--- src/hw/rtl/tsed_pkg.sv ---
// ----------------------------------------------------------------------------
// tsed_pkg
// Shared types and constants for the tag strip and entity decode block.
// ----------------------------------------------------------------------------
package tsed_pkg;

  // Most output bytes that one input transaction can release
  localparam int unsigned TSED_MAX_OUT = 6;

  // Work descriptor handed from the front end to the back end
  typedef struct packed {
    logic [TSED_MAX_OUT-1:0][7:0] bytes;    // output bytes, entry 0 first
    logic [2:0]                   count;    // number of results, 1..6
    logic                         has_byte; // 0 for a bare end marker
    logic                         text_end; // last result closes the unit
  } tsed_job_t;

  localparam int unsigned TSED_JOB_W = $bits(tsed_job_t);

endpackage

--- src/hw/rtl/tsed_fifo.sv ---
// ----------------------------------------------------------------------------
// tsed_fifo
// Small register FIFO that decouples the front end from the back end.
// ----------------------------------------------------------------------------
module tsed_fifo #(
  parameter int unsigned WIDTH = 8,
  parameter int unsigned DEPTH = 2
) (
  input  logic             clk,
  input  logic             rst,
  input  logic             push,
  input  logic [WIDTH-1:0] wr_data,
  input  logic             pop,
  output logic [WIDTH-1:0] rd_data,
  output logic             full,
  output logic             empty
);

  localparam int unsigned AW = (DEPTH > 1) ? $clog2(DEPTH) : 1;
  localparam int unsigned CW = $clog2(DEPTH + 1);

  logic [WIDTH-1:0] mem [DEPTH];
  logic [AW-1:0]    wr_ptr;
  logic [AW-1:0]    rd_ptr;
  logic [CW-1:0]    count;

  assign full    = (count == CW'(DEPTH));
  assign empty   = (count == '0);
  assign rd_data = mem[rd_ptr];

  // Store pushed entries
  always_ff @(posedge clk) begin
    if (push) begin
      mem[wr_ptr] <= wr_data;
    end
  end

  // Advance pointers and occupancy
  always_ff @(posedge clk) begin
    if (rst) begin
      wr_ptr <= '0;
      rd_ptr <= '0;
      count  <= '0;
    end else begin
      if (push) begin
        wr_ptr <= (wr_ptr == AW'(DEPTH - 1)) ? '0 : wr_ptr + 1'b1;
      end
      if (pop) begin
        rd_ptr <= (rd_ptr == AW'(DEPTH - 1)) ? '0 : rd_ptr + 1'b1;
      end
      if (push && !pop) begin
        count <= count + 1'b1;
      end else if (pop && !push) begin
        count <= count - 1'b1;
      end
    end
  end

  a_no_overflow: assert property (@(posedge clk) disable iff (rst) push |-> !full)
    else $error("tsed_fifo: push while full");
  a_no_underflow: assert property (@(posedge clk) disable iff (rst) pop |-> !empty)
    else $error("tsed_fifo: pop while empty");
  a_count_range: assert property (@(posedge clk) disable iff (rst)
    count <= CW'(DEPTH))
    else $error("tsed_fifo: occupancy beyond depth");

endmodule

--- src/hw/rtl/tsed_front.sv ---
// ----------------------------------------------------------------------------
// tsed_front
// Scanner: accepts input bytes, tracks tag/entity state and builds a job
// descriptor with every output byte that the byte releases.
// ----------------------------------------------------------------------------
module tsed_front (
  input  logic               clk,
  input  logic               rst,
  input  logic               s_tvalid,
  output logic               s_tready,
  input  logic [7:0]         s_tdata,   // [7:0] in_byte
  input  logic               s_tlast,   // is_last
  input  logic               full,
  output logic               push,
  output tsed_pkg::tsed_job_t job
);
  import tsed_pkg::*;

  typedef enum logic [1:0] {
    MODE_PLAIN,
    MODE_TAG,
    MODE_ENTITY,
    MODE_ENDED
  } mode_t;

  localparam logic [7:0] CH_LT    = 8'h3C;
  localparam logic [7:0] CH_GT    = 8'h3E;
  localparam logic [7:0] CH_AMP   = 8'h26;
  localparam logic [7:0] CH_QUOTE = 8'h22;
  localparam logic [7:0] CH_NL    = 8'h0A;
  localparam logic [7:0] CH_SEMI  = 8'h3B;
  localparam logic [2:0] PFX_MAX  = 3'd4;
  localparam logic [2:0] BRK_LEN  = 3'd4;
  localparam logic [2:0] OUT_MAX  = 3'(TSED_MAX_OUT);

  typedef struct packed {
    logic       full_hit;
    logic       partial;
    logic [1:0] which;
  } cls_t;

  mode_t          mode;
  logic [2:0]     brk_pos;
  logic           brk_ok;
  logic [3:0][7:0] pfx;
  logic [2:0]     pfx_cnt;

  mode_t          mode_next;
  logic [2:0]     brk_pos_next;
  logic           brk_ok_next;
  logic [3:0][7:0] pfx_next;
  logic [2:0]     pfx_cnt_next;
  tsed_job_t      job_next;
  logic [2:0]     n;
  logic           do_plain;
  cls_t           cls;
  logic           accept;

  function automatic logic [7:0] fold(input logic [7:0] c);
    fold = (c >= 8'h41 && c <= 8'h5A) ? c + 8'd32 : c;
  endfunction

  function automatic logic [7:0] brk_char(input logic [1:0] i);
    case (i)
      2'd0:    brk_char = CH_LT;
      2'd1:    brk_char = 8'h62;
      2'd2:    brk_char = 8'h72;
      default: brk_char = 8'h2F;
    endcase
  endfunction

  function automatic logic [2:0] ent_len(input logic [1:0] k);
    case (k)
      2'd0:    ent_len = 3'd3;
      2'd1:    ent_len = 3'd3;
      2'd2:    ent_len = 3'd4;
      default: ent_len = 3'd5;
    endcase
  endfunction

  function automatic logic [7:0] ent_char(input logic [1:0] k);
    case (k)
      2'd0:    ent_char = CH_LT;
      2'd1:    ent_char = CH_GT;
      2'd2:    ent_char = CH_AMP;
      default: ent_char = CH_QUOTE;
    endcase
  endfunction

  // Letters of lt; gt; amp; quot;
  function automatic logic [7:0] ent_name(input logic [1:0] k, input logic [2:0] i);
    case ({k, i})
      {2'd0, 3'd0}: ent_name = 8'h6C;
      {2'd0, 3'd1}: ent_name = 8'h74;
      {2'd0, 3'd2}: ent_name = CH_SEMI;
      {2'd1, 3'd0}: ent_name = 8'h67;
      {2'd1, 3'd1}: ent_name = 8'h74;
      {2'd1, 3'd2}: ent_name = CH_SEMI;
      {2'd2, 3'd0}: ent_name = 8'h61;
      {2'd2, 3'd1}: ent_name = 8'h6D;
      {2'd2, 3'd2}: ent_name = 8'h70;
      {2'd2, 3'd3}: ent_name = CH_SEMI;
      {2'd3, 3'd0}: ent_name = 8'h71;
      {2'd3, 3'd1}: ent_name = 8'h75;
      {2'd3, 3'd2}: ent_name = 8'h6F;
      {2'd3, 3'd3}: ent_name = 8'h74;
      {2'd3, 3'd4}: ent_name = CH_SEMI;
      default:      ent_name = 8'h00;
    endcase
  endfunction

  // Match held letters plus this byte against every entity name
  function automatic cls_t classify(input logic [7:0] b, input logic [2:0] cnt,
                                    input logic [3:0][7:0] held);
    cls_t r;
    logic ok;
    r = '0;
    for (int k = 0; k < 4; k++) begin
      ok = (cnt < ent_len(2'(k)));
      for (int i = 0; i < 4; i++) begin
        if (3'(i) < cnt && fold(held[i]) != ent_name(2'(k), 3'(i))) begin
          ok = 1'b0;
        end
      end
      if (fold(b) != ent_name(2'(k), cnt)) begin
        ok = 1'b0;
      end
      if (ok && (cnt + 3'd1 == ent_len(2'(k)))) begin
        if (!r.full_hit) begin
          r.full_hit = 1'b1;
          r.which    = 2'(k);
        end
      end else if (ok) begin
        r.partial = 1'b1;
      end
    end
    classify = r;
  endfunction

  assign s_tready = !full;
  assign accept   = s_tvalid && s_tready;
  assign cls      = classify(s_tdata, pfx_cnt, pfx);

  // Next state and job contents for the byte on the input
  always_comb begin
    mode_next    = mode;
    brk_pos_next = brk_pos;
    brk_ok_next  = brk_ok;
    pfx_next     = pfx;
    pfx_cnt_next = pfx_cnt;
    job_next     = '0;
    job_next.has_byte = 1'b1;
    n            = 3'd0;
    do_plain     = 1'b0;

    case (mode)
      MODE_PLAIN: begin
        do_plain = 1'b1;
      end
      MODE_TAG: begin
        if (s_tdata == 8'h00) begin
          mode_next = MODE_ENDED;
        end else if (s_tdata == CH_GT) begin
          if (brk_ok && brk_pos == BRK_LEN) begin
            job_next.bytes[n] = CH_NL;
            n = n + 3'd1;
          end
          mode_next    = MODE_PLAIN;
          brk_pos_next = 3'd0;
          brk_ok_next  = 1'b0;
        end else if (brk_ok && brk_pos < BRK_LEN &&
                     fold(s_tdata) == brk_char(brk_pos[1:0])) begin
          brk_pos_next = brk_pos + 3'd1;
        end else begin
          brk_ok_next = 1'b0;
        end
      end
      MODE_ENTITY: begin
        if (cls.full_hit) begin
          job_next.bytes[n] = ent_char(cls.which);
          n = n + 3'd1;
          pfx_cnt_next = 3'd0;
          mode_next    = MODE_PLAIN;
        end else if (cls.partial && pfx_cnt < PFX_MAX) begin
          pfx_next[pfx_cnt[1:0]] = s_tdata;
          pfx_cnt_next = pfx_cnt + 3'd1;
        end else begin
          // Broken entity: release '&' and the held letters
          job_next.bytes[n] = CH_AMP;
          n = n + 3'd1;
          for (int i = 0; i < 4; i++) begin
            if (3'(i) < pfx_cnt && n < OUT_MAX) begin
              job_next.bytes[n] = pfx[i];
              n = n + 3'd1;
            end
          end
          pfx_cnt_next = 3'd0;
          mode_next    = MODE_PLAIN;
          do_plain     = 1'b1;
        end
      end
      default: begin
      end
    endcase

    // Handle the byte as plain text
    if (do_plain) begin
      if (s_tdata == 8'h00) begin
        mode_next = MODE_ENDED;
      end else if (s_tdata == CH_LT) begin
        mode_next    = MODE_TAG;
        brk_pos_next = 3'd1;
        brk_ok_next  = 1'b1;
      end else if (s_tdata == CH_AMP) begin
        mode_next    = MODE_ENTITY;
        pfx_cnt_next = 3'd0;
      end else if (n < OUT_MAX) begin
        job_next.bytes[n] = s_tdata;
        n = n + 3'd1;
      end
    end

    // Close the unit: flush a held prefix, mark the end, clear state
    if (s_tlast) begin
      if (mode_next == MODE_ENTITY) begin
        if (n < OUT_MAX) begin
          job_next.bytes[n] = CH_AMP;
          n = n + 3'd1;
        end
        for (int i = 0; i < 4; i++) begin
          if (3'(i) < pfx_cnt_next && n < OUT_MAX) begin
            job_next.bytes[n] = pfx_next[i];
            n = n + 3'd1;
          end
        end
      end
      if (n == 3'd0) begin
        job_next.has_byte = 1'b0;
        n = 3'd1;
      end
      job_next.text_end = 1'b1;
      mode_next    = MODE_PLAIN;
      brk_pos_next = 3'd0;
      brk_ok_next  = 1'b0;
      pfx_cnt_next = 3'd0;
    end

    job_next.count = n;
  end

  assign push = accept && (n != 3'd0);
  assign job  = job_next;

  // Hold scan state; advance on each accepted transaction
  always_ff @(posedge clk) begin
    if (rst) begin
      mode    <= MODE_PLAIN;
      brk_pos <= 3'd0;
      brk_ok  <= 1'b0;
      pfx_cnt <= 3'd0;
    end else if (accept) begin
      mode    <= mode_next;
      brk_pos <= brk_pos_next;
      brk_ok  <= brk_ok_next;
      pfx_cnt <= pfx_cnt_next;
    end
  end

  // Held entity letters carry no reset
  always_ff @(posedge clk) begin
    if (accept) begin
      pfx <= pfx_next;
    end
  end

  a_cnt_range: assert property (@(posedge clk) disable iff (rst) pfx_cnt <= PFX_MAX)
    else $error("tsed_front: prefix count out of range");
  a_last_pushes: assert property (@(posedge clk) disable iff (rst)
    (accept && s_tlast) |-> (push && job.text_end))
    else $error("tsed_front: end of unit gave no job");
  a_prefix_mode: assert property (@(posedge clk) disable iff (rst)
    (pfx_cnt != 3'd0) |-> (mode == MODE_ENTITY))
    else $error("tsed_front: letters held outside an entity");

endmodule

--- src/hw/rtl/tsed_back.sv ---
// ----------------------------------------------------------------------------
// tsed_back
// Emitter: walks the job at the queue head and releases one result per cycle
// while the receiver is ready, through a registered output stage.
// ----------------------------------------------------------------------------
module tsed_back (
  input  logic                clk,
  input  logic                rst,
  input  tsed_pkg::tsed_job_t head,
  input  logic                empty,
  output logic                pop,
  output logic                m_tvalid,
  input  logic                m_tready,
  output logic [7:0]          m_tdata,  // [7:0] out_byte
  output logic                m_tlast,  // run_end
  output logic [1:0]          m_tuser   // [0] has_byte, [1] text_end
);
  import tsed_pkg::*;

  logic [2:0] idx;
  logic       load;
  logic       job_done;

  assign load     = !empty && (!m_tvalid || m_tready);
  assign job_done = (idx == head.count - 3'd1);
  assign pop      = load && job_done;

  // Step through the head job
  always_ff @(posedge clk) begin
    if (rst) begin
      idx      <= 3'd0;
      m_tvalid <= 1'b0;
    end else begin
      if (load) begin
        idx      <= job_done ? 3'd0 : idx + 3'd1;
        m_tvalid <= 1'b1;
      end else if (m_tready) begin
        m_tvalid <= 1'b0;
      end
    end
  end

  // Output payload register
  always_ff @(posedge clk) begin
    if (load) begin
      m_tdata    <= head.bytes[idx];
      m_tlast    <= job_done;
      m_tuser[0] <= head.has_byte;
      m_tuser[1] <= head.text_end && job_done;
    end
  end

  a_text_end_last: assert property (@(posedge clk) disable iff (rst)
    (m_tvalid && m_tuser[1]) |-> m_tlast)
    else $error("tsed_back: text end not on the last result of a run");
  a_marker_alone: assert property (@(posedge clk) disable iff (rst)
    (m_tvalid && !m_tuser[0]) |-> (m_tlast && m_tuser[1] && m_tdata == 8'h00))
    else $error("tsed_back: bare marker malformed");
  a_idx_range: assert property (@(posedge clk) disable iff (rst)
    !empty |-> (head.count != 3'd0 && idx < head.count))
    else $error("tsed_back: index beyond job");

endmodule

--- src/hw/rtl/tag_strip_entity_decode_core.sv ---
// ----------------------------------------------------------------------------
// tag_strip_entity_decode_core
// Subtitle text to plain text: drops tags, turns <br/> into a newline and
// decodes the &lt; &gt; &amp; &quot; entities.
// ----------------------------------------------------------------------------
// Usage:
//   Input stream s_*: one text byte per transaction in s_tdata, s_tlast marks
//   the final byte of a subtitle unit. A zero byte ends the text; later bytes
//   of the unit are swallowed.
//   Output stream m_*: one plain-text byte per transaction. m_tlast marks the
//   last result caused by one input byte, m_tuser[1] marks the final result
//   of the unit, and m_tuser[0] is low for a bare end marker (m_tdata zero).
//   Results of an accepted byte pass through the job queue and then the
//   output register.
//   Throughput: the scanner accepts one byte per cycle while the job queue
//   has room; the emitter gives one result per cycle while the receiver is
//   ready, releasing the results of one input byte (up to six for a broken
//   entity) in order. The single output register sets the one-result-per-cycle
//   figure.
//   Reset clears scan state, the queue and the output valid flag; no clearing
//   pass is needed. When the receiver stalls, the output holds, the queue
//   fills, and s_tready drops once QUEUE_DEPTH jobs wait.
// ----------------------------------------------------------------------------
module tag_strip_entity_decode_core #(
  parameter int unsigned QUEUE_DEPTH = 2
) (
  input  logic       clk,
  input  logic       rst,
  input  logic       s_tvalid,
  output logic       s_tready,
  input  logic [7:0] s_tdata,   // [7:0] in_byte
  input  logic       s_tlast,   // is_last
  output logic       m_tvalid,
  input  logic       m_tready,
  output logic [7:0] m_tdata,   // [7:0] out_byte
  output logic       m_tlast,   // run_end
  output logic [1:0] m_tuser    // [0] has_byte, [1] text_end
);
  import tsed_pkg::*;

  tsed_job_t wr_job;
  tsed_job_t head;
  logic      push;
  logic      pop;
  logic      full;
  logic      empty;

  // Scanner
  tsed_front u_front (
    .clk      (clk),
    .rst      (rst),
    .s_tvalid (s_tvalid),
    .s_tready (s_tready),
    .s_tdata  (s_tdata),
    .s_tlast  (s_tlast),
    .full     (full),
    .push     (push),
    .job      (wr_job)
  );

  // Job queue
  tsed_fifo #(
    .WIDTH (TSED_JOB_W),
    .DEPTH (QUEUE_DEPTH)
  ) u_queue (
    .clk     (clk),
    .rst     (rst),
    .push    (push),
    .wr_data (wr_job),
    .pop     (pop),
    .rd_data (head),
    .full    (full),
    .empty   (empty)
  );

  // Emitter
  tsed_back u_back (
    .clk      (clk),
    .rst      (rst),
    .head     (head),
    .empty    (empty),
    .pop      (pop),
    .m_tvalid (m_tvalid),
    .m_tready (m_tready),
    .m_tdata  (m_tdata),
    .m_tlast  (m_tlast),
    .m_tuser  (m_tuser)
  );

endmodule
--- config.mk ---
export PLATFORM = sky130hd
export DESIGN_NAME = tag_strip_entity_decode_core
export DESIGN_NICKNAME = d
export VERILOG_FILES = /design/src/hw/rtl/tsed_pkg.sv /design/src/hw/rtl/tsed_fifo.sv /design/src/hw/rtl/tsed_front.sv /design/src/hw/rtl/tsed_back.sv /design/src/hw/rtl/tag_strip_entity_decode_core.sv
export SDC_FILE = /design/constraint.sdc
export NUM_CORES = 1
export LEC_CHECK = 0
export BUFFER_PORTS_ARGS = -buffer_cell sky130_fd_sc_hd__buf_2
export CELL_PAD_IN_SITES_DETAIL_PLACEMENT = 1
export CELL_PAD_IN_SITES_GLOBAL_PLACEMENT = 2
export CORE_ASPECT_RATIO = 1.4
export CORE_MARGIN = 3
export CORE_UTILIZATION = 35
export CTS_CLUSTER_SIZE = 12
export DETAILED_ROUTE_END_ITERATION = 16
export GPL_ROUTABILITY_DRIVEN = 1
export PLACE_DENSITY = 0.73
export SLEW_MARGIN = 15
export SYNTH_ARGS = -nofsm -noshare
export SYNTH_HDL_FRONTEND = slang
export SYNTH_SLANG_ARGS = --single-unit
--- constraint.sdc ---
create_clock -name clk -period 27.8 [get_ports clk]
set_input_delay 8.34 -clock clk [delete_from_list [all_inputs] [get_ports clk]]
set_output_delay 8.34 -clock clk [all_outputs]
set_load 0.02 [all_outputs]
[Yosys cells after proc, flatten, opt, wreduce, memory -nomap -nowiden]
Memory sizes are Yosys's and may differ from the RTL's. A register that Yosys moved wholly into a read port is not among the register bits.
Cells that the tools add are included.
Cells by class
  add/sub/neg operators: 22
  reductions and logical operators: 67
  muxes and demuxes: 218
  $lt $le $gt $ge: 52
  bitwise gates (word level): 3
  equal/unequal tests: 37
Operator list (count)
  2-to-1 mux 48 bit: 30
  bitwise mux 48 bit: 8
  demux 8 bit (select 3 bit): 9
  2-to-1 mux 8 bit: 26
  2-to-1 mux 3 bit: 55
  2-to-1 mux 32 bit: 3
  2-to-1 mux 40 bit: 2
  inequality test 8 x 7 -> 1 bit (second input constant): 10
  case mux 7 bit (3 select lines): 3
  2-to-1 mux 1 bit: 54
  logical AND 1 bit: 50
  adder 8 x 6 -> 8 bit (second input constant): 5
  >= comparator 8 x 7 -> 1 bit (second input constant): 5
  less-or-equal comparator 8 x 7 -> 1 bit (second input constant): 5
  < comparator 3 x 4 -> 1 bit (second input constant): 10
  adder 3 x 1 -> 3 bit (second input constant): 12
  < comparator 3 bit (second input constant): 12
  case mux 7 bit (5 select lines): 1
  2-to-1 mux 2 bit: 17
  bitwise mux 32 bit: 1
  inequality test 8 x 7 -> 1 bit: 4
  AND 30 bit: 1
  inverter 30 bit: 1
  case mux 7 bit (4 select lines): 1
  36 further kinds: 74
Word-level totals
  memories kept: 1
  register bits after elaboration: 60
  logic and storage cells: 416
  RAM bits: 106
Memory list
  u_queue.mem: words 2, bits a word 53, read ports 1, clocked after memory_dff 1, write ports 1, RTL line tsed_fifo.sv:22  | logic [WIDTH-1:0] mem [DEPTH];

[Depth between registers and ports, before layout]
Gate-level depths: netlist (run 1).
  depth in word-level cells: 79
  depth in mapped cells: 39
  depth with buffers taken out: 35

[By module]
Synthesis (run 1) repeated with hierarchy kept, for this count alone.
Unflattened totals
  cell total of the unflattened synthesis: 1302
  area, all modules: 12668.4 µm²
Modules (own cells, without submodules)
  tsed_front: cells an instance 1038, instances 1, area each 7654.8 µm²
  tsed_fifo: cells an instance 187, instances 1, area each 4048.9 µm²
  tsed_back: cells an instance 77, instances 1, area each 964.7 µm²

[Least setup slack after synthesis (run 1)]
OpenSTA, ideal clock, no wires.
  kind: input -> register
  start: input s_tdata[3]
  end: memory u_queue.mem[0][0] in the netlist's numbering (enable)
  required time: 27257 ps
  setup time: 543 ps
  data arrival time: 18635 ps
  path buffers: 2
  setup slack: 8622 ps
  cell stages on the path: 31
  path through: buf_2 -> or3_1 -> o221ai_2 -> o32ai_1 -> or4_4 -> nor4b_2 -> nor4_1 -> o32ai_4 -> inv_1 -> ha_1 -> nand2_1 -> o31a_2 -> and2_4 -> inv_2 -> ha_1 -> clkbuf_1 -> a21oi_1 -> inv_1 -> ha_1 -> mux2i_1 -> and2_1 -> inv_1 -> ha_1 -> inv_1 -> or3_1 -> and4_1 -> a2111oi_0 -> o211ai_1 -> o211ai_1 -> o21ai_1 -> a211oi_1
On the way
  cells in the longest elaborated chain, start to end: 54
  elaborated cells between the ends (all ways): 106
Ends and longest elaborated chain
  start, declared: RTL line tag_strip_entity_decode_core.sv:31  | input logic [7:0] s_tdata,
  >= comparator 8 x 7 -> 1 bit / less-or-equal comparator 8 x 7 -> 1 bit (equally long branches): RTL line tsed_front.sv:60  | fold = (c >= 8'h41 && c <= 8'h5A) ? c + 8'd32 : c;
  logical AND 1 bit: RTL line tsed_front.sv:60
  2-to-1 mux 8 bit: RTL line tsed_front.sv:60
  inequality test 8 x 7 -> 1 bit: RTL line tsed_front.sv:125  | if (fold(b) != ent_name(2'(k), cnt)) begin
  2-to-1 mux 1 bit: RTL line tsed_front.sv:125
  2-to-1 mux 1 bit / logical AND 1 bit (equally long branches): RTL line tsed_front.sv:133, tsed_front.sv:128
  2-to-1 mux 1 bit: RTL line tsed_front.sv:128  | if (ok && (cnt + 3'd1 == ent_len(2'(k)))) begin
  2-to-1 mux 1 bit: RTL line tsed_front.sv:133  | end else if (ok) begin
  [... 38 more ...]
  2-to-1 mux 3 bit: RTL line tsed_front.sv:224  | if (s_tlast) begin
  logical NOT 3 bit: RTL line tsed_front.sv:237  | if (n == 3'd0) begin
  2-to-1 mux 3 bit: RTL line tsed_front.sv:237
  2-to-1 mux 3 bit *: RTL line tsed_front.sv:224
  nonzero test 3 bit *: RTL line tsed_front.sv:251  | assign push = accept && (n != 3'd0);
  logical AND 1 bit *: RTL line tsed_front.sv:251
  2-to-1 mux 1 bit *: RTL line tsed_fifo.sv:33  | if (push) begin
  2-to-1 mux 1 bit (implied by the code) *: RTL line tsed_fifo.sv:34  | mem[wr_ptr] <= wr_data;
  end, declared: RTL line tsed_fifo.sv:22
Mark *: on every way between the ends. The rest lies on a longest branch, timed or not. The select of a mux whose other input is x is not followed.

[Final worst setup path (run 1)]
  start: input s_tdata[5]
  end: memory u_queue.mem[0][29] in the netlist's numbering (enable)
The elaborated chain is that of the path after synthesis.

==> results of run 1 <==
## sequential cells by signal (all words and copies together) (netlist names), 2 cells and up, named ones only
register / count
u_back.idx: 3
u_back.m_tdata: 8
u_back.m_tuser: 2
u_front.brk_pos: 3
u_front.mode: 2
u_front.pfx: 32
u_front.pfx_cnt: 3
u_queue.count: 2
u_queue.mem: 106
## tightest hold or removal path, cell delays in order (launching register included)
cell                       delay (ps)
sky130_fd_sc_hd__dfxtp_1          320
sky130_fd_sc_hd__nand2b_1          90
sky130_fd_sc_hd__a21oi_1           70
## per-stage QoR
step	worst slack, ps	utilization (%)	instance area (sq um)	power, mW	std cells
finish	10660	39.26	13560	0.7268	1709
global route	9703	39.26	13560	0.7621	1709
CTS	10780	39.23	13550	0.7370	1708
detailed placement	10330	37.65	13000	0.5106	1676
global placement	10580	37.65	13000	0.5050	1676
floorplan	8622	-	12390	0.4591	1255
## power by group through the flow
stage | clock [mW] | combinational (mW) | sequential (mW)
floorplan | 0 | 0.112 | 0.347
global placement | 0 | 0.170 | 0.335
detailed placement | 0 | 0.173 | 0.338
CTS | 0.231 | 0.174 | 0.333
global route | 0.240 | 0.186 | 0.336
finish | 0.225 | 0.170 | 0.332
## logic make-up after synthesis
family | after synthesis
adder cells (fa/ha/maj) | 24
multiplexers | 165
AND/OR/NAND/NOR | 410
XOR/XNOR | 23
AO/OA/AOI/OAI | 329
flip-flops | 167
buffers and inverters | 137
## worst paths after layout
kind | startpoint | end | slack (ps)
hold reg to reg | u_back.m_tvalid$_SDFFE_PP0P_ | u_back.m_tvalid$_SDFFE_PP0P_ | 520
setup reg to reg | u_front.pfx_cnt[0]$_SDFFE_PP0P_ | u_queue.mem[0][29]$_DFFE_PP_ | 17940
hold / removal | u_back.m_tvalid$_SDFFE_PP0P_ | u_back.m_tvalid$_SDFFE_PP0P_ | 520
setup / recovery | s_tdata[5] | u_queue.mem[0][29]$_DFFE_PP_ | 10660
## cells in the mapped netlist (all sizes together) (6+ instances only)
library cell  instances  share of area (%)
xnor2                11               0.84
mux4                 24                4.4
nor2b                 6               0.30
xor2                 12                1.0
o31ai                 6               0.47
nand2                98                3.0
a31oi                 8               0.40
a22o                 12               0.85
a221oi               14               0.99
a22oi                33                2.0
a211oi               18                1.2
nand2b               11               0.56
inv                  59                1.8
nor4b                 6               0.47
nand3                38                1.6
edfxtp              149                 36
o22ai                10               0.50
and3                  9               0.45
a21o                  7               0.42
nor3                 32                1.5
nor2                117                3.5
or2                   9               0.45
ha                   24                2.4
nand4                12               0.61
mux2                 20                1.8
o2111ai               6               0.47
o211ai               19                1.3
dfxtp                18                2.9
clkbuf               44                1.3
nor4                 22                1.4
and2                 12               0.65
a222oi               15                1.2
a21oi                77                3.1
buf                  33                1.4
o21ai                58                2.4
mux2i               121                9.9
or3                  14               0.71
## area by class of cell
type	instances	area (sq um)	share of cell area (%)
Clock buffer	19	432.9	3.193
Inverter	60	225.2	1.661
Tap cell	451	564.3	4.162
Sequential cell	167	4836	35.67
Timing Repair Buffer	47	290.3	2.141
Antenna cell	1	2.502	0.01846
Multi-Input combinational cell	951	7094	52.33
Clock inverter	13	112.6	0.8306
## layer usage
metal	GRT usage (%)	vias to the layer above
met2	42.30	293
li1	-	4837
met4	10.20	0
met3	2.774	99
met5	0	-
met1	29.06	5279
==> impl_metrics.prom, run 1 <==
# TYPE chip_impl_metric gauge
chip_impl_info{name="status",value="finished clean"} 1
chip_impl_metric{name="totalNegativeSetupSlack",unit="ps"} 0
chip_impl_metric{name="worst_pin_slew",unit="ps"} 1120
chip_impl_metric{name="die-width",unit="um"} 165.0
chip_impl_info{name="final_cell_mix",value="149 x sky130_fd_sc_hd__edfxtp_1, 120 x sky130_fd_sc_hd__mux2i_1, 116 x sky130_fd_sc_hd__nor2_1, 96 x sky130_fd_sc_hd__nand2_1, 75 x sky130_fd_sc_hd__a21oi_1"} 1
chip_impl_metric{name="max_slew_margin",unit="%"} 25.32
chip_impl_metric{name="synth.mux.area_fraction",unit="%"} 16.05
chip_impl_metric{name="grt_first_pass_wirelength",unit="mm"} 68.19
chip_impl_metric{name="dp_hpwl",unit="mm"} 35.08
chip_impl_metric{name="synth-simple-area-share",unit="%"} 17.01
chip_impl_metric{name="maxCapViolCount",unit=""} 0
chip_impl_metric{name="critical_path_depth",unit=""} 32
chip_impl_info{name="kind_of_cell_adding_the_most_delay_to_the_critical_path",value="compound AO/OA/AOI/OAI gates"} 1
chip_impl_metric{name="async_reset_ff_share",unit="%"} 0
chip_impl_info{name="crit_path_end_kind",value="register"} 1
chip_impl_metric{name="cts.repair.resized",unit=""} 0
chip_impl_info{name="yosys_most_used_dff",value="sky130_fd_sc_hd__edfxtp_1"} 1
chip_impl_metric{name="finalHoldViolations",unit=""} 0
chip_impl_metric{name="power.clock.fraction",unit="%"} 31.0
chip_impl_metric{name="timing_max_transition_violations_final",unit=""} 0
chip_impl_metric{name="total_setup_buffers_inserted_after_cts",unit=""} 0
chip_impl_metric{name="netSwitchingFraction",unit="%"} 31.33
chip_impl_metric{name="leakage",unit="nW"} 4.629
chip_impl_metric{name="worstPathBufferInverterCount",unit=""} 7
chip_impl_metric{name="synth.ff_latch_count",unit=""} 167
chip_impl_metric{name="io_buffers",unit=""} 25
chip_impl_metric{name="synthesis.area_per_instance",unit="sq um"} 9.875
chip_impl_metric{name="synth_edf_count",unit=""} 149
chip_impl_metric{name="pin_count_of_the_biggest_net_entering_global_routing",unit=""} 55
chip_impl_metric{name="setup-violations-final",unit=""} 0
chip_impl_info{name="hold_class",value="register to register"} 1
chip_impl_info{name="criticalPathCategory",value="input pin to register"} 1
chip_impl_metric{name="fmax",unit="MHz"} 58.34
chip_impl_metric{name="grt_usage",unit="%"} 23.97
chip_impl_info{name="crit_start_category",value="input pin"} 1
chip_impl_metric{name="routed-wl-met2",unit="mm"} 23.51
chip_impl_metric{name="die_h",unit="um"} 228.7
chip_impl_metric{name="sequential_area_share_after_synthesis",unit="%"} 39.01
chip_impl_metric{name="cts_inserted_buffers",unit=""} 17
chip_impl_metric{name="synth_area",unit="sq um"} 12390
chip_impl_info{name="cts_tree",value="yes"} 1
chip_impl_info{name="most_used_cell_cp",value="sky130_fd_sc_hd__ha_1"} 1
chip_impl_metric{name="power_frac_comb",unit="%"} 23.3
chip_impl_metric{name="wirelength",unit="mm"} 45.22
chip_impl_metric{name="arrival",unit="ps"} 17210
chip_impl_metric{name="detail_route.wl_per_cell",unit="um"} 26.46
chip_impl_metric{name="yosysWarnings",unit=""} 0
chip_impl_metric{name="design.final.nets",unit=""} 1281
chip_impl_metric{name="crit_fanout",unit=""} 53
chip_impl_metric{name="holdBufCountCts",unit=""} 0
chip_impl_metric{name="hold-path-cell-count",unit=""} 2
chip_impl_metric{name="grt_pass1_vias",unit=""} 10770
chip_impl_metric{name="reg2reg_depth",unit=""} 33
chip_impl_metric{name="finalHoldWorstSlack",unit="ps"} 522.6
chip_impl_metric{name="postSynthNetCount",unit=""} 1292
chip_impl_metric{name="vias_per_cell",unit=""} 6.149
chip_impl_metric{name="power_density",unit="nW/um^2"} 53.61
chip_impl_metric{name="cp_slowest_stage_delay",unit="ps"} 600
chip_impl_metric{name="first_pass_iters",unit=""} 6
chip_impl_info{name="root_buffer",value="sky130_fd_sc_hd__clkbuf_16"} 1
chip_impl_metric{name="gp_routability_congestion",unit=""} 0.8966
chip_impl_metric{name="layout_worst_path_cycle_share",unit="%"} 61.65
chip_impl_metric{name="required",unit="ps"} 27870
chip_impl_metric{name="core.rowCount",unit=""} 80
chip_impl_metric{name="skew",unit="ps"} 20.35
chip_impl_metric{name="timing.final.crit_period",unit="ps"} 17140
chip_impl_info{name="synth_top_family_by_area",value="compound AO/OA/AOI/OAI gates"} 1
chip_impl_metric{name="detailedRoute.firstIterationViolations",unit=""} 776
chip_impl_metric{name="clk_transition_reported_paths",unit="ps"} 60
chip_impl_info{name="grt_setup_unrepaired",value="no"} 1
chip_impl_metric{name="route.detailed.drc",unit=""} 0
chip_impl_metric{name="cts_max_path_bufs",unit=""} 2
chip_impl_metric{name="wl_met3",unit="mm"} 1.462
chip_impl_metric{name="routed-via-count",unit=""} 10508
chip_impl_info{name="layout_commonest_cell",value="sky130_fd_sc_hd__edfxtp_1"} 1
chip_impl_metric{name="wl_met1",unit="mm"} 18.34
chip_impl_info{name="dr.max_layer_used",value="met4"} 1
chip_impl_metric{name="yosys.area_share.xor_xnor",unit="%"} 1.837
chip_impl_metric{name="internal-power",unit="uW"} 499.1
chip_impl_metric{name="grt_antenna_before_repair",unit=""} 1
chip_impl_metric{name="insertion_delay",unit="ps"} 450
chip_impl_metric{name="io_pins",unit=""} 26
chip_impl_info{name="slowest_cell_on_crit_path",value="sky130_fd_sc_hd__a2111oi_0"} 1
chip_impl_metric{name="irDropWorstVdd",unit="uV"} 38.48
chip_impl_metric{name="synth_fa_ha_area_share",unit="%"} 2.423
chip_impl_metric{name="clkSinkCount",unit=""} 167
chip_impl_metric{name="number_of_library_cell_types_mapped_by_synthesis",unit=""} 104
chip_impl_metric{name="floorplan.die_area",unit="sq um"} 37740
chip_impl_metric{name="p_seq_share",unit="%"} 45.7
chip_impl_metric{name="drive_above_1_share",unit="%"} 14.56
chip_impl_metric{name="synth_compound_area_share",unit="%"} 19.15
chip_impl_metric{name="ant_nets",unit=""} 0
chip_impl_metric{name="globalRouteOverflowTotal",unit=""} 0
chip_impl_metric{name="initial_core_util",unit="%"} 35.89
chip_impl_metric{name="syn-instance-count",unit=""} 1255
chip_impl_metric{name="cts-htree-levels",unit=""} 4
chip_impl_metric{name="core_region_area",unit="sq um"} 34530
chip_impl_metric{name="filler_cell_count_in_the_final_layout",unit=""} 3891
chip_impl_metric{name="layout-area-overhead-vs-synth",unit="%"} 9.399
chip_impl_metric{name="net-switching-power",unit="uW"} 227.7
Power figures use the tool's default switching activity.
==> run 2: changes to the inputs <==
--- a/config.mk
+++ b/config.mk
@@ -14,7 +14,7 @@
 export CTS_CLUSTER_SIZE = 12
 export DETAILED_ROUTE_END_ITERATION = 16
 export GPL_ROUTABILITY_DRIVEN = 1
-export PLACE_DENSITY = 0.73
+export PLACE_DENSITY = 0.76
 export SLEW_MARGIN = 15
 export SYNTH_ARGS = -nofsm -noshare
 export SYNTH_HDL_FRONTEND = slang
==> constraint.sdc (replaced) <==
create_clock -name clk -period 14.4 [get_ports clk]
set_input_delay 4.32 -clock clk [delete_from_list [all_inputs] [get_ports clk]]
set_output_delay 4.32 -clock clk [all_outputs]
set_load 0.02 [all_outputs]
==> run 2 against run 1 <==
Net effect:
- count of clock-buffer cells in the layout down 2
- largest cell class unchanged
- register-to-register slack worse by 14000 ps
- sequential power up 93%
- global-route usage down 0.65 points
- hold slack worse by 18 ps
- wire length down 2.8%
- design area up 0.57%
- clock power up 100%
- first-iteration DRC count down 6.6%
- sequential share of layout area down 0.20 points
- clock skew down 3.4 ps
- cell count up 0.23%
==> impl_metrics.prom, run 2 (synthesis results as in run 1) <==
# TYPE chip_impl_metric gauge
chip_impl_info{name="status",value="finished clean"} 1
chip_impl_info{name="hold_class",value="register to register"} 1
chip_impl_metric{name="layout_worst_path_cycle_share",unit="%"} 90.52
chip_impl_metric{name="power_frac_comb",unit="%"} 22.9
chip_impl_info{name="hold_path.startpoint",value="u_back.m_tvalid$_SDFFE_PP0P_"} 1
chip_impl_metric{name="timing.final.crit_period",unit="ps"} 13040
chip_impl_metric{name="gp_routability_congestion",unit=""} 0.8785
chip_impl_metric{name="cts.repair.resized",unit=""} 0
chip_impl_metric{name="setup-violations-final",unit=""} 0
chip_impl_info{name="criticalPathCategory",value="input pin to register"} 1
chip_impl_metric{name="max_slew_margin",unit="%"} 31.24
chip_impl_metric{name="net-switching-power",unit="uW"} 450.7
chip_impl_metric{name="holdBufCountCts",unit=""} 0
chip_impl_metric{name="ff_latch_area",unit="sq um"} 4836
chip_impl_info{name="top_regs",value="u_queue.mem x106, u_front.pfx x32, u_back.m_tdata x8"} 1
chip_impl_metric{name="io_buffers",unit=""} 25
chip_impl_metric{name="internal-power",unit="uW"} 971.0
chip_impl_metric{name="layout.cell_area.non_filler",unit="sq um"} 13640
chip_impl_metric{name="placedCellCount",unit=""} 1681
chip_impl_metric{name="totalPowerFinal",unit="mW"} 1.422
chip_impl_info{name="grt_setup_unrepaired",value="no"} 1
chip_impl_metric{name="arrival",unit="ps"} 13110
chip_impl_metric{name="pre_cts_ws",unit="ps"} 1023
chip_impl_info{name="layout_commonest_cell",value="sky130_fd_sc_hd__edfxtp_1"} 1
chip_impl_metric{name="floorplan.die_area",unit="sq um"} 37740
chip_impl_info{name="slowest_cell_on_crit_path",value="sky130_fd_sc_hd__buf_4"} 1
chip_impl_metric{name="grt_antenna_before_repair",unit=""} 0
chip_impl_info{name="cts_tree",value="yes"} 1
chip_impl_metric{name="detail_route.wl_per_cell",unit="um"} 25.66
chip_impl_metric{name="largest_register_ffs",unit=""} 106
chip_impl_metric{name="worst_pin_slew",unit="ps"} 1031
chip_impl_metric{name="cts_max_path_bufs",unit=""} 2
chip_impl_metric{name="multi_input_combinational_cell_area",unit="sq um"} 7086
chip_impl_metric{name="die_h",unit="um"} 228.7
chip_impl_info{name="critical_path.reg2reg.startpoint",value="u_front.pfx_cnt[0]$_SDFFE_PP0P_"} 1
chip_impl_metric{name="finalHoldViolations",unit=""} 0
chip_impl_metric{name="layout-area-overhead-vs-synth",unit="%"} 10.03
chip_impl_metric{name="netSwitchingFraction",unit="%"} 31.70
chip_impl_metric{name="cts_inserted_buffers",unit=""} 17
chip_impl_metric{name="first_pass_iters",unit=""} 6
chip_impl_metric{name="placedInstanceArea",unit="sq um"} 13040
chip_impl_metric{name="globalRouteOverflowTotal",unit=""} 0
chip_impl_metric{name="route.detailed.drc",unit=""} 0
chip_impl_info{name="kind_of_cell_adding_the_most_delay_to_the_critical_path",value="compound AO/OA/AOI/OAI gates"} 1
chip_impl_info{name="final_cell_mix",value="149 x sky130_fd_sc_hd__edfxtp_1, 120 x sky130_fd_sc_hd__mux2i_1, 116 x sky130_fd_sc_hd__nor2_1, 96 x sky130_fd_sc_hd__nand2_1, 75 x sky130_fd_sc_hd__a21oi_1"} 1
chip_impl_metric{name="dp_hpwl",unit="mm"} 34.56
chip_impl_info{name="max_flop_register",value="u_queue.mem"} 1
chip_impl_metric{name="vias_per_cell",unit=""} 6.101
chip_impl_metric{name="required",unit="ps"} 14480
chip_impl_metric{name="p_seq_share",unit="%"} 45.1
chip_impl_metric{name="core.rowCount",unit=""} 80
chip_impl_metric{name="insertion_delay",unit="ps"} 450
chip_impl_metric{name="pin_count_of_the_biggest_net_entering_global_routing",unit=""} 55
chip_impl_metric{name="hold-path-cell-count",unit=""} 2
chip_impl_metric{name="reg2reg_depth",unit=""} 32
chip_impl_metric{name="core_region_area",unit="sq um"} 34530
chip_impl_metric{name="number_of_diodes",unit=""} 0
chip_impl_metric{name="irDropWorstVdd",unit="uV"} 78.82
chip_impl_info{name="root_buffer",value="sky130_fd_sc_hd__clkbuf_16"} 1
chip_impl_metric{name="total_setup_buffers_inserted_after_cts",unit=""} 0
chip_impl_metric{name="leakage",unit="nW"} 4.681
chip_impl_metric{name="cp_slowest_stage_delay",unit="ps"} 590
chip_impl_metric{name="grt_usage",unit="%"} 23.32
chip_impl_metric{name="skew",unit="ps"} 16.90
chip_impl_metric{name="design.final.nets",unit=""} 1286
chip_impl_info{name="crit_start_category",value="input pin"} 1
chip_impl_metric{name="cts-htree-levels",unit=""} 4
chip_impl_metric{name="grt_pass1_vias",unit=""} 10647
chip_impl_metric{name="final.setup.worst_slack",unit="ps"} 1365
chip_impl_metric{name="clkSinkCount",unit=""} 167
chip_impl_metric{name="drive_above_1_share",unit="%"} 15.06
chip_impl_info{name="end_point_of_the_worst_hold_path",value="u_back.m_tvalid$_SDFFE_PP0P_"} 1
chip_impl_metric{name="ant_nets",unit=""} 0
chip_impl_metric{name="filler_cell_count_in_the_final_layout",unit=""} 3888
chip_impl_metric{name="die-width",unit="um"} 165.0
chip_impl_info{name="most_used_cell_cp",value="sky130_fd_sc_hd__ha_1"} 1
chip_impl_metric{name="layoutNonFillerInstCount",unit=""} 1713
chip_impl_metric{name="power_density",unit="nW/um^2"} 104.3
chip_impl_metric{name="timing_max_transition_violations_final",unit=""} 0
chip_impl_metric{name="power.clock.fraction",unit="%"} 32.0
chip_impl_metric{name="clk_transition_reported_paths",unit="ps"} 70
chip_impl_metric{name="initial_core_util",unit="%"} 35.89
chip_impl_metric{name="crit_fanout",unit=""} 53
chip_impl_metric{name="r2r_setup_slk",unit="ps"} 4440
chip_impl_metric{name="routed-via-count",unit=""} 10451
chip_impl_info{name="crit_path_end_kind",value="register"} 1
chip_impl_metric{name="wirelength",unit="mm"} 43.96
chip_impl_metric{name="worstPathBufferInverterCount",unit=""} 7
chip_impl_metric{name="grt_first_pass_wirelength",unit="mm"} 66.33
chip_impl_info{name="regToRegEndpoint",value="u_queue.mem[0][9]$_DFFE_PP_"} 1
chip_impl_metric{name="fmax",unit="MHz"} 76.71
chip_impl_metric{name="totalNegativeSetupSlack",unit="ps"} 0
chip_impl_metric{name="detailedRoute.firstIterationViolations",unit=""} 725
chip_impl_metric{name="maxCapViolCount",unit=""} 0
chip_impl_metric{name="io_pins",unit=""} 26
## run 2: changes by cell type in the layout (fill, tap and decap cells not counted)
cell / before / now
sky130_fd_sc_hd__buf_4: 22 / 27
sky130_fd_sc_hd__clkbuf_1: 2 / 0
sky130_fd_sc_hd__clkinv_2: 1 / 0
sky130_fd_sc_hd__clkinv_8: 0 / 4
sky130_fd_sc_hd__clkinvlp_4: 2 / 0
sky130_fd_sc_hd__diode_2: 1 / 0
sky130_fd_sc_hd__inv_6: 5 / 4
sky130_fd_sc_hd__inv_8: 2 / 4
sky130_fd_sc_hd__nor4bb_2: 1 / 2
sky130_fd_sc_hd__nor4bb_4: 1 / 0
## run 2: area by class of cell
cell class	instances	area share, %
Timing Repair Buffer	52	2.404
Sequential cell	167	35.47
Clock inverter	15	1.257
Multi-Input combinational cell	951	51.96
Tap cell	451	4.138
Inverter	60	1.652
Clock buffer	17	3.120
## run 2: worst max path at each step
stage                     from                      endpoint  slack (ps)  cells past startpoint
CTS                 s_tdata[5]   u_queue.mem[0][7]$_DFFE_PP_        1450                     32
global placement    s_tdata[5]  u_queue.mem[0][29]$_DFFE_PP_        1310                     32
global route        s_tdata[5]   u_queue.mem[0][9]$_DFFE_PP_         740                     32
detailed placement  s_tdata[5]  u_queue.mem[0][33]$_DFFE_PP_        1020                     32
floorplan           s_tdata[3]   u_queue.mem[1][0]$_DFFE_PP_         560                     31
finish              s_tdata[5]   u_queue.mem[0][9]$_DFFE_PP_        1360                     32
## run 2: power groups by stage
| stage | logic [mW] | clock network (mW) | registers, mW |
|---|---|---|---|
| CTS | 0.333 | 0.466 | 0.641 |
| detailed placement | 0.332 | 0 | 0.652 |
| global route | 0.357 | 0.485 | 0.648 |
| finish | 0.326 | 0.455 | 0.641 |
| floorplan | 0.217 | 0 | 0.667 |
| global placement | 0.328 | 0 | 0.648 |
## run 2: per-stage QoR
stage	hold slack [ps]	util (%)
floorplan	472.5	-
global placement	481.3	37.76
detailed placement	496.7	37.76
CTS	511.7	39.49
global route	566.1	39.49
finish	504.1	39.49
## run 2: per-layer routing
metal	wire length, um	up-vias	global-route usage [%]
met2	22590	289	41.10
met4	2268	0	11.04
met5	0	-	0
li1	-	4846	-
met1	17490	5208	27.55
met3	1614	108	3.154
## run 2: worst min-delay path, stage by stage, from the launching register on
cell and delay (ps):
sky130_fd_sc_hd__dfxtp_1 310, sky130_fd_sc_hd__nand2b_1 80, sky130_fd_sc_hd__a21oi_1 60
==> run 3: changes to the inputs <==
--- a/config.mk
+++ b/config.mk
@@ -14,7 +14,10 @@
 export CTS_CLUSTER_SIZE = 12
 export DETAILED_ROUTE_END_ITERATION = 16
 export GPL_ROUTABILITY_DRIVEN = 1
+export GPL_TIMING_DRIVEN = 0
+export MAX_ROUTING_LAYER = met4
 export PLACE_DENSITY = 0.76
+export RECOVER_POWER = 100
 export SLEW_MARGIN = 15
 export SYNTH_ARGS = -nofsm -noshare
 export SYNTH_HDL_FRONTEND = slang
==> run 3 against run 2 <==
Net effect:
- the flow now finishes with violations (capacitance limit, slew limit)
- clock skew shrank 0.60 ps
- critical path depth rose by 2
- register-to-register slack lost 690 ps
- critical path type unchanged
- sequential power about the same
- utilization grew 0.26 points
- combinational power up 5%
==> impl_metrics.prom, run 3 (synthesis results as in run 1) <==
# TYPE chip_impl_metric gauge
chip_impl_metric{name="detail_route.wl_per_cell",unit="um"} 26.82
chip_impl_metric{name="cts_inserted_buffers",unit=""} 17
chip_impl_metric{name="cp_slowest_stage_delay",unit="ps"} 650
chip_impl_info{name="criticalPathCategory",value="input pin to register"} 1
chip_impl_metric{name="layout_worst_path_cycle_share",unit="%"} 95.02
chip_impl_metric{name="holdBufCountCts",unit=""} 0
chip_impl_metric{name="layout.cell_area.non_filler",unit="sq um"} 13730
chip_impl_info{name="critical_path.reg2reg.startpoint",value="u_front.pfx_cnt[0]$_SDFFE_PP0P_"} 1
chip_impl_metric{name="insertion_delay",unit="ps"} 460
chip_impl_metric{name="route.detailed.drc",unit=""} 0
chip_impl_metric{name="timing_max_transition_violations_final",unit=""} 34
chip_impl_metric{name="core.rowCount",unit=""} 80
chip_impl_info{name="max_flop_register",value="u_queue.mem"} 1
chip_impl_metric{name="max_slew_margin",unit="%"} -38.13
chip_impl_info{name="violated_checks",value="capacitance limit, slew limit"} 1
chip_impl_info{name="status",value="finished with violations"} 1
chip_impl_metric{name="largest_register_ffs",unit=""} 106
chip_impl_metric{name="routed-via-count",unit=""} 10723
chip_impl_metric{name="total_setup_buffers_inserted_after_cts",unit=""} 0
chip_impl_info{name="top_regs",value="u_queue.mem x106, u_front.pfx x32, u_back.m_tdata x8"} 1
chip_impl_info{name="grt_setup_unrepaired",value="no"} 1
chip_impl_metric{name="cts-htree-levels",unit=""} 4
chip_impl_metric{name="design.final.nets",unit=""} 1343
chip_impl_metric{name="placedInstanceArea",unit="sq um"} 13270
chip_impl_metric{name="pin_count_of_the_biggest_net_entering_global_routing",unit=""} 34
chip_impl_metric{name="gp_routability_congestion",unit=""} 0.9401
chip_impl_metric{name="floorplan.die_area",unit="sq um"} 37740
chip_impl_metric{name="detailedRoute.firstIterationViolations",unit=""} 913
chip_impl_info{name="layout_commonest_cell",value="sky130_fd_sc_hd__edfxtp_1"} 1
chip_impl_info{name="root_buffer",value="sky130_fd_sc_hd__clkbuf_16"} 1
chip_impl_info{name="cts_tree",value="yes"} 1
chip_impl_info{name="cp-startpoint",value="s_tdata[5]"} 1
chip_impl_info{name="crit_start_category",value="input pin"} 1
chip_impl_metric{name="drive_above_1_share",unit="%"} 11.07
chip_impl_metric{name="filler_cell_count_in_the_final_layout",unit=""} 3938
chip_impl_metric{name="final.setup.worst_slack",unit="ps"} 717.1
chip_impl_metric{name="die-width",unit="um"} 165.0
chip_impl_metric{name="io_buffers",unit=""} 22
chip_impl_metric{name="first_pass_iters",unit=""} 6
chip_impl_metric{name="ff_latch_area",unit="sq um"} 4835
chip_impl_metric{name="skew",unit="ps"} 16.30
chip_impl_info{name="slowest_cell_on_crit_path",value="sky130_fd_sc_hd__a211oi_4"} 1
chip_impl_metric{name="power_density",unit="nW/um^2"} 104.5
chip_impl_metric{name="vias_per_cell",unit=""} 6.058
chip_impl_metric{name="cts_max_path_bufs",unit=""} 2
chip_impl_info{name="final_cell_mix",value="149 x sky130_fd_sc_hd__edfxtp_1, 120 x sky130_fd_sc_hd__mux2i_1, 117 x sky130_fd_sc_hd__nor2_1, 97 x sky130_fd_sc_hd__nand2_1, 77 x sky130_fd_sc_hd__a21oi_1"} 1
chip_impl_metric{name="grt_first_pass_wirelength",unit="mm"} 71.03
chip_impl_metric{name="io_pins",unit=""} 26
chip_impl_metric{name="multi_input_combinational_cell_area",unit="sq um"} 7013
chip_impl_metric{name="required",unit="ps"} 14540
chip_impl_metric{name="leakage",unit="nW"} 4.674
chip_impl_info{name="hold_path.startpoint",value="u_back.m_tvalid$_SDFFE_PP0P_"} 1
chip_impl_metric{name="grt_pass1_vias",unit=""} 11274
chip_impl_metric{name="irDropWorstVdd",unit="uV"} 64.33
chip_impl_metric{name="number_of_diodes",unit=""} 0
chip_impl_metric{name="dp_hpwl",unit="mm"} 38.46
chip_impl_metric{name="ant_nets",unit=""} 0
chip_impl_metric{name="grt_antenna_before_repair",unit=""} 0
chip_impl_info{name="hold_class",value="register to register"} 1
chip_impl_metric{name="die_h",unit="um"} 228.7
chip_impl_info{name="most_used_cell_cp",value="sky130_fd_sc_hd__ha_1"} 1
chip_impl_metric{name="layout-area-overhead-vs-synth",unit="%"} 10.75
chip_impl_metric{name="wirelength",unit="mm"} 47.47
chip_impl_metric{name="maxCapViolCount",unit=""} 1
chip_impl_metric{name="crit_fanout",unit=""} 16
chip_impl_metric{name="finalHoldViolations",unit=""} 0
chip_impl_metric{name="setup-violations-final",unit=""} 0
chip_impl_metric{name="core_region_area",unit="sq um"} 34530
chip_impl_metric{name="timing.final.crit_period",unit="ps"} 13680
chip_impl_metric{name="clkSinkCount",unit=""} 167
chip_impl_metric{name="clk_transition_reported_paths",unit="ps"} 70
chip_impl_metric{name="grt_usage",unit="%"} 26.05
chip_impl_metric{name="arrival",unit="ps"} 13820
chip_impl_info{name="crit_path_end_kind",value="register"} 1
chip_impl_metric{name="initial_core_util",unit="%"} 35.89
chip_impl_metric{name="worst_pin_slew",unit="ps"} 2072
chip_impl_metric{name="globalRouteOverflowTotal",unit=""} 0
chip_impl_metric{name="pre_cts_ws",unit="ps"} 327.1
chip_impl_metric{name="fmax",unit="MHz"} 73.08
run 3: changes by cell type in the layout (fill, tap and decap cells not counted), sizes merged:
cell and delta:
bufinv +1, buf -8, clkbuf +65, clkinvlp +3, inv -4
run 3: final timing paths:
path	endpoint	slack, ps	cells after the start
max	u_queue.mem[0][52]$_DFFE_PP_	720	34
min reg2reg	u_back.m_tvalid$_SDFFE_PP0P_	510	2
max reg2reg	u_queue.mem[0][52]$_DFFE_PP_	3750	35
min	u_back.m_tvalid$_SDFFE_PP0P_	510	2
run 3: worst max-delay path, delay by kind of cell:
family | cells | cell delay (ps)
compound gates | 12 | 4080
buf+inv | 10 | 2000
fa+ha+maj | 4 | 1160
simple gates | 7 | 1790
xor+xnor | 1 | 420
run 3: metrics by stage:
stage                     setup TNS, ps  util, %  cells  hold WS [ps]  total power [mW]
after floorplan                       0        -   1255         472.5            0.8845
after global placement          -192290    37.86   1728         483.5            0.9903
after detailed placement              0    38.42   1738         496.9             1.011
after CTS                             0    40.08   1770         509.9             1.460
after global routing                  0    39.75   1770         535.4             1.501
final                                 0    39.75   1770         510.1             1.434
run 3: metal layers:
metal / wire length, um / GRT usage, % / vias to the layer above
li1: - / - / 4953
met1: 18260 / 28.63 / 5331
met2: 24870 / 45.93 / 301
met3: 1458 / 2.484 / 138
met4: 2885 / 13.61 / 0
met5: 0 / - / -
run 3: repair_timing:
item                       in CTS  in global routing
gates resized for setup         0                  1
hold endpoints to repair        0                  0
setup endpoints to repair       0                  9
run 3: area by class of cell:
cell class,instances,area share [%]
sequential,167,35.22
clock buffer,17,3.099
multi-input combinational,951,51.09
timing repair buffer,32,1.358
clock inverter,15,1.076
tap,451,4.111
inverter,60,1.641
buffer,77,2.397
run 3: power by group:
group | switching (mW) | leakage (nW) | internal (mW)
registers | 0.0274 | 1.49 | 0.616
clock network | 0.208 | 0.272 | 0.242
logic | 0.218 | 2.91 | 0.123
total | 0.453 | 4.67 | 0.981
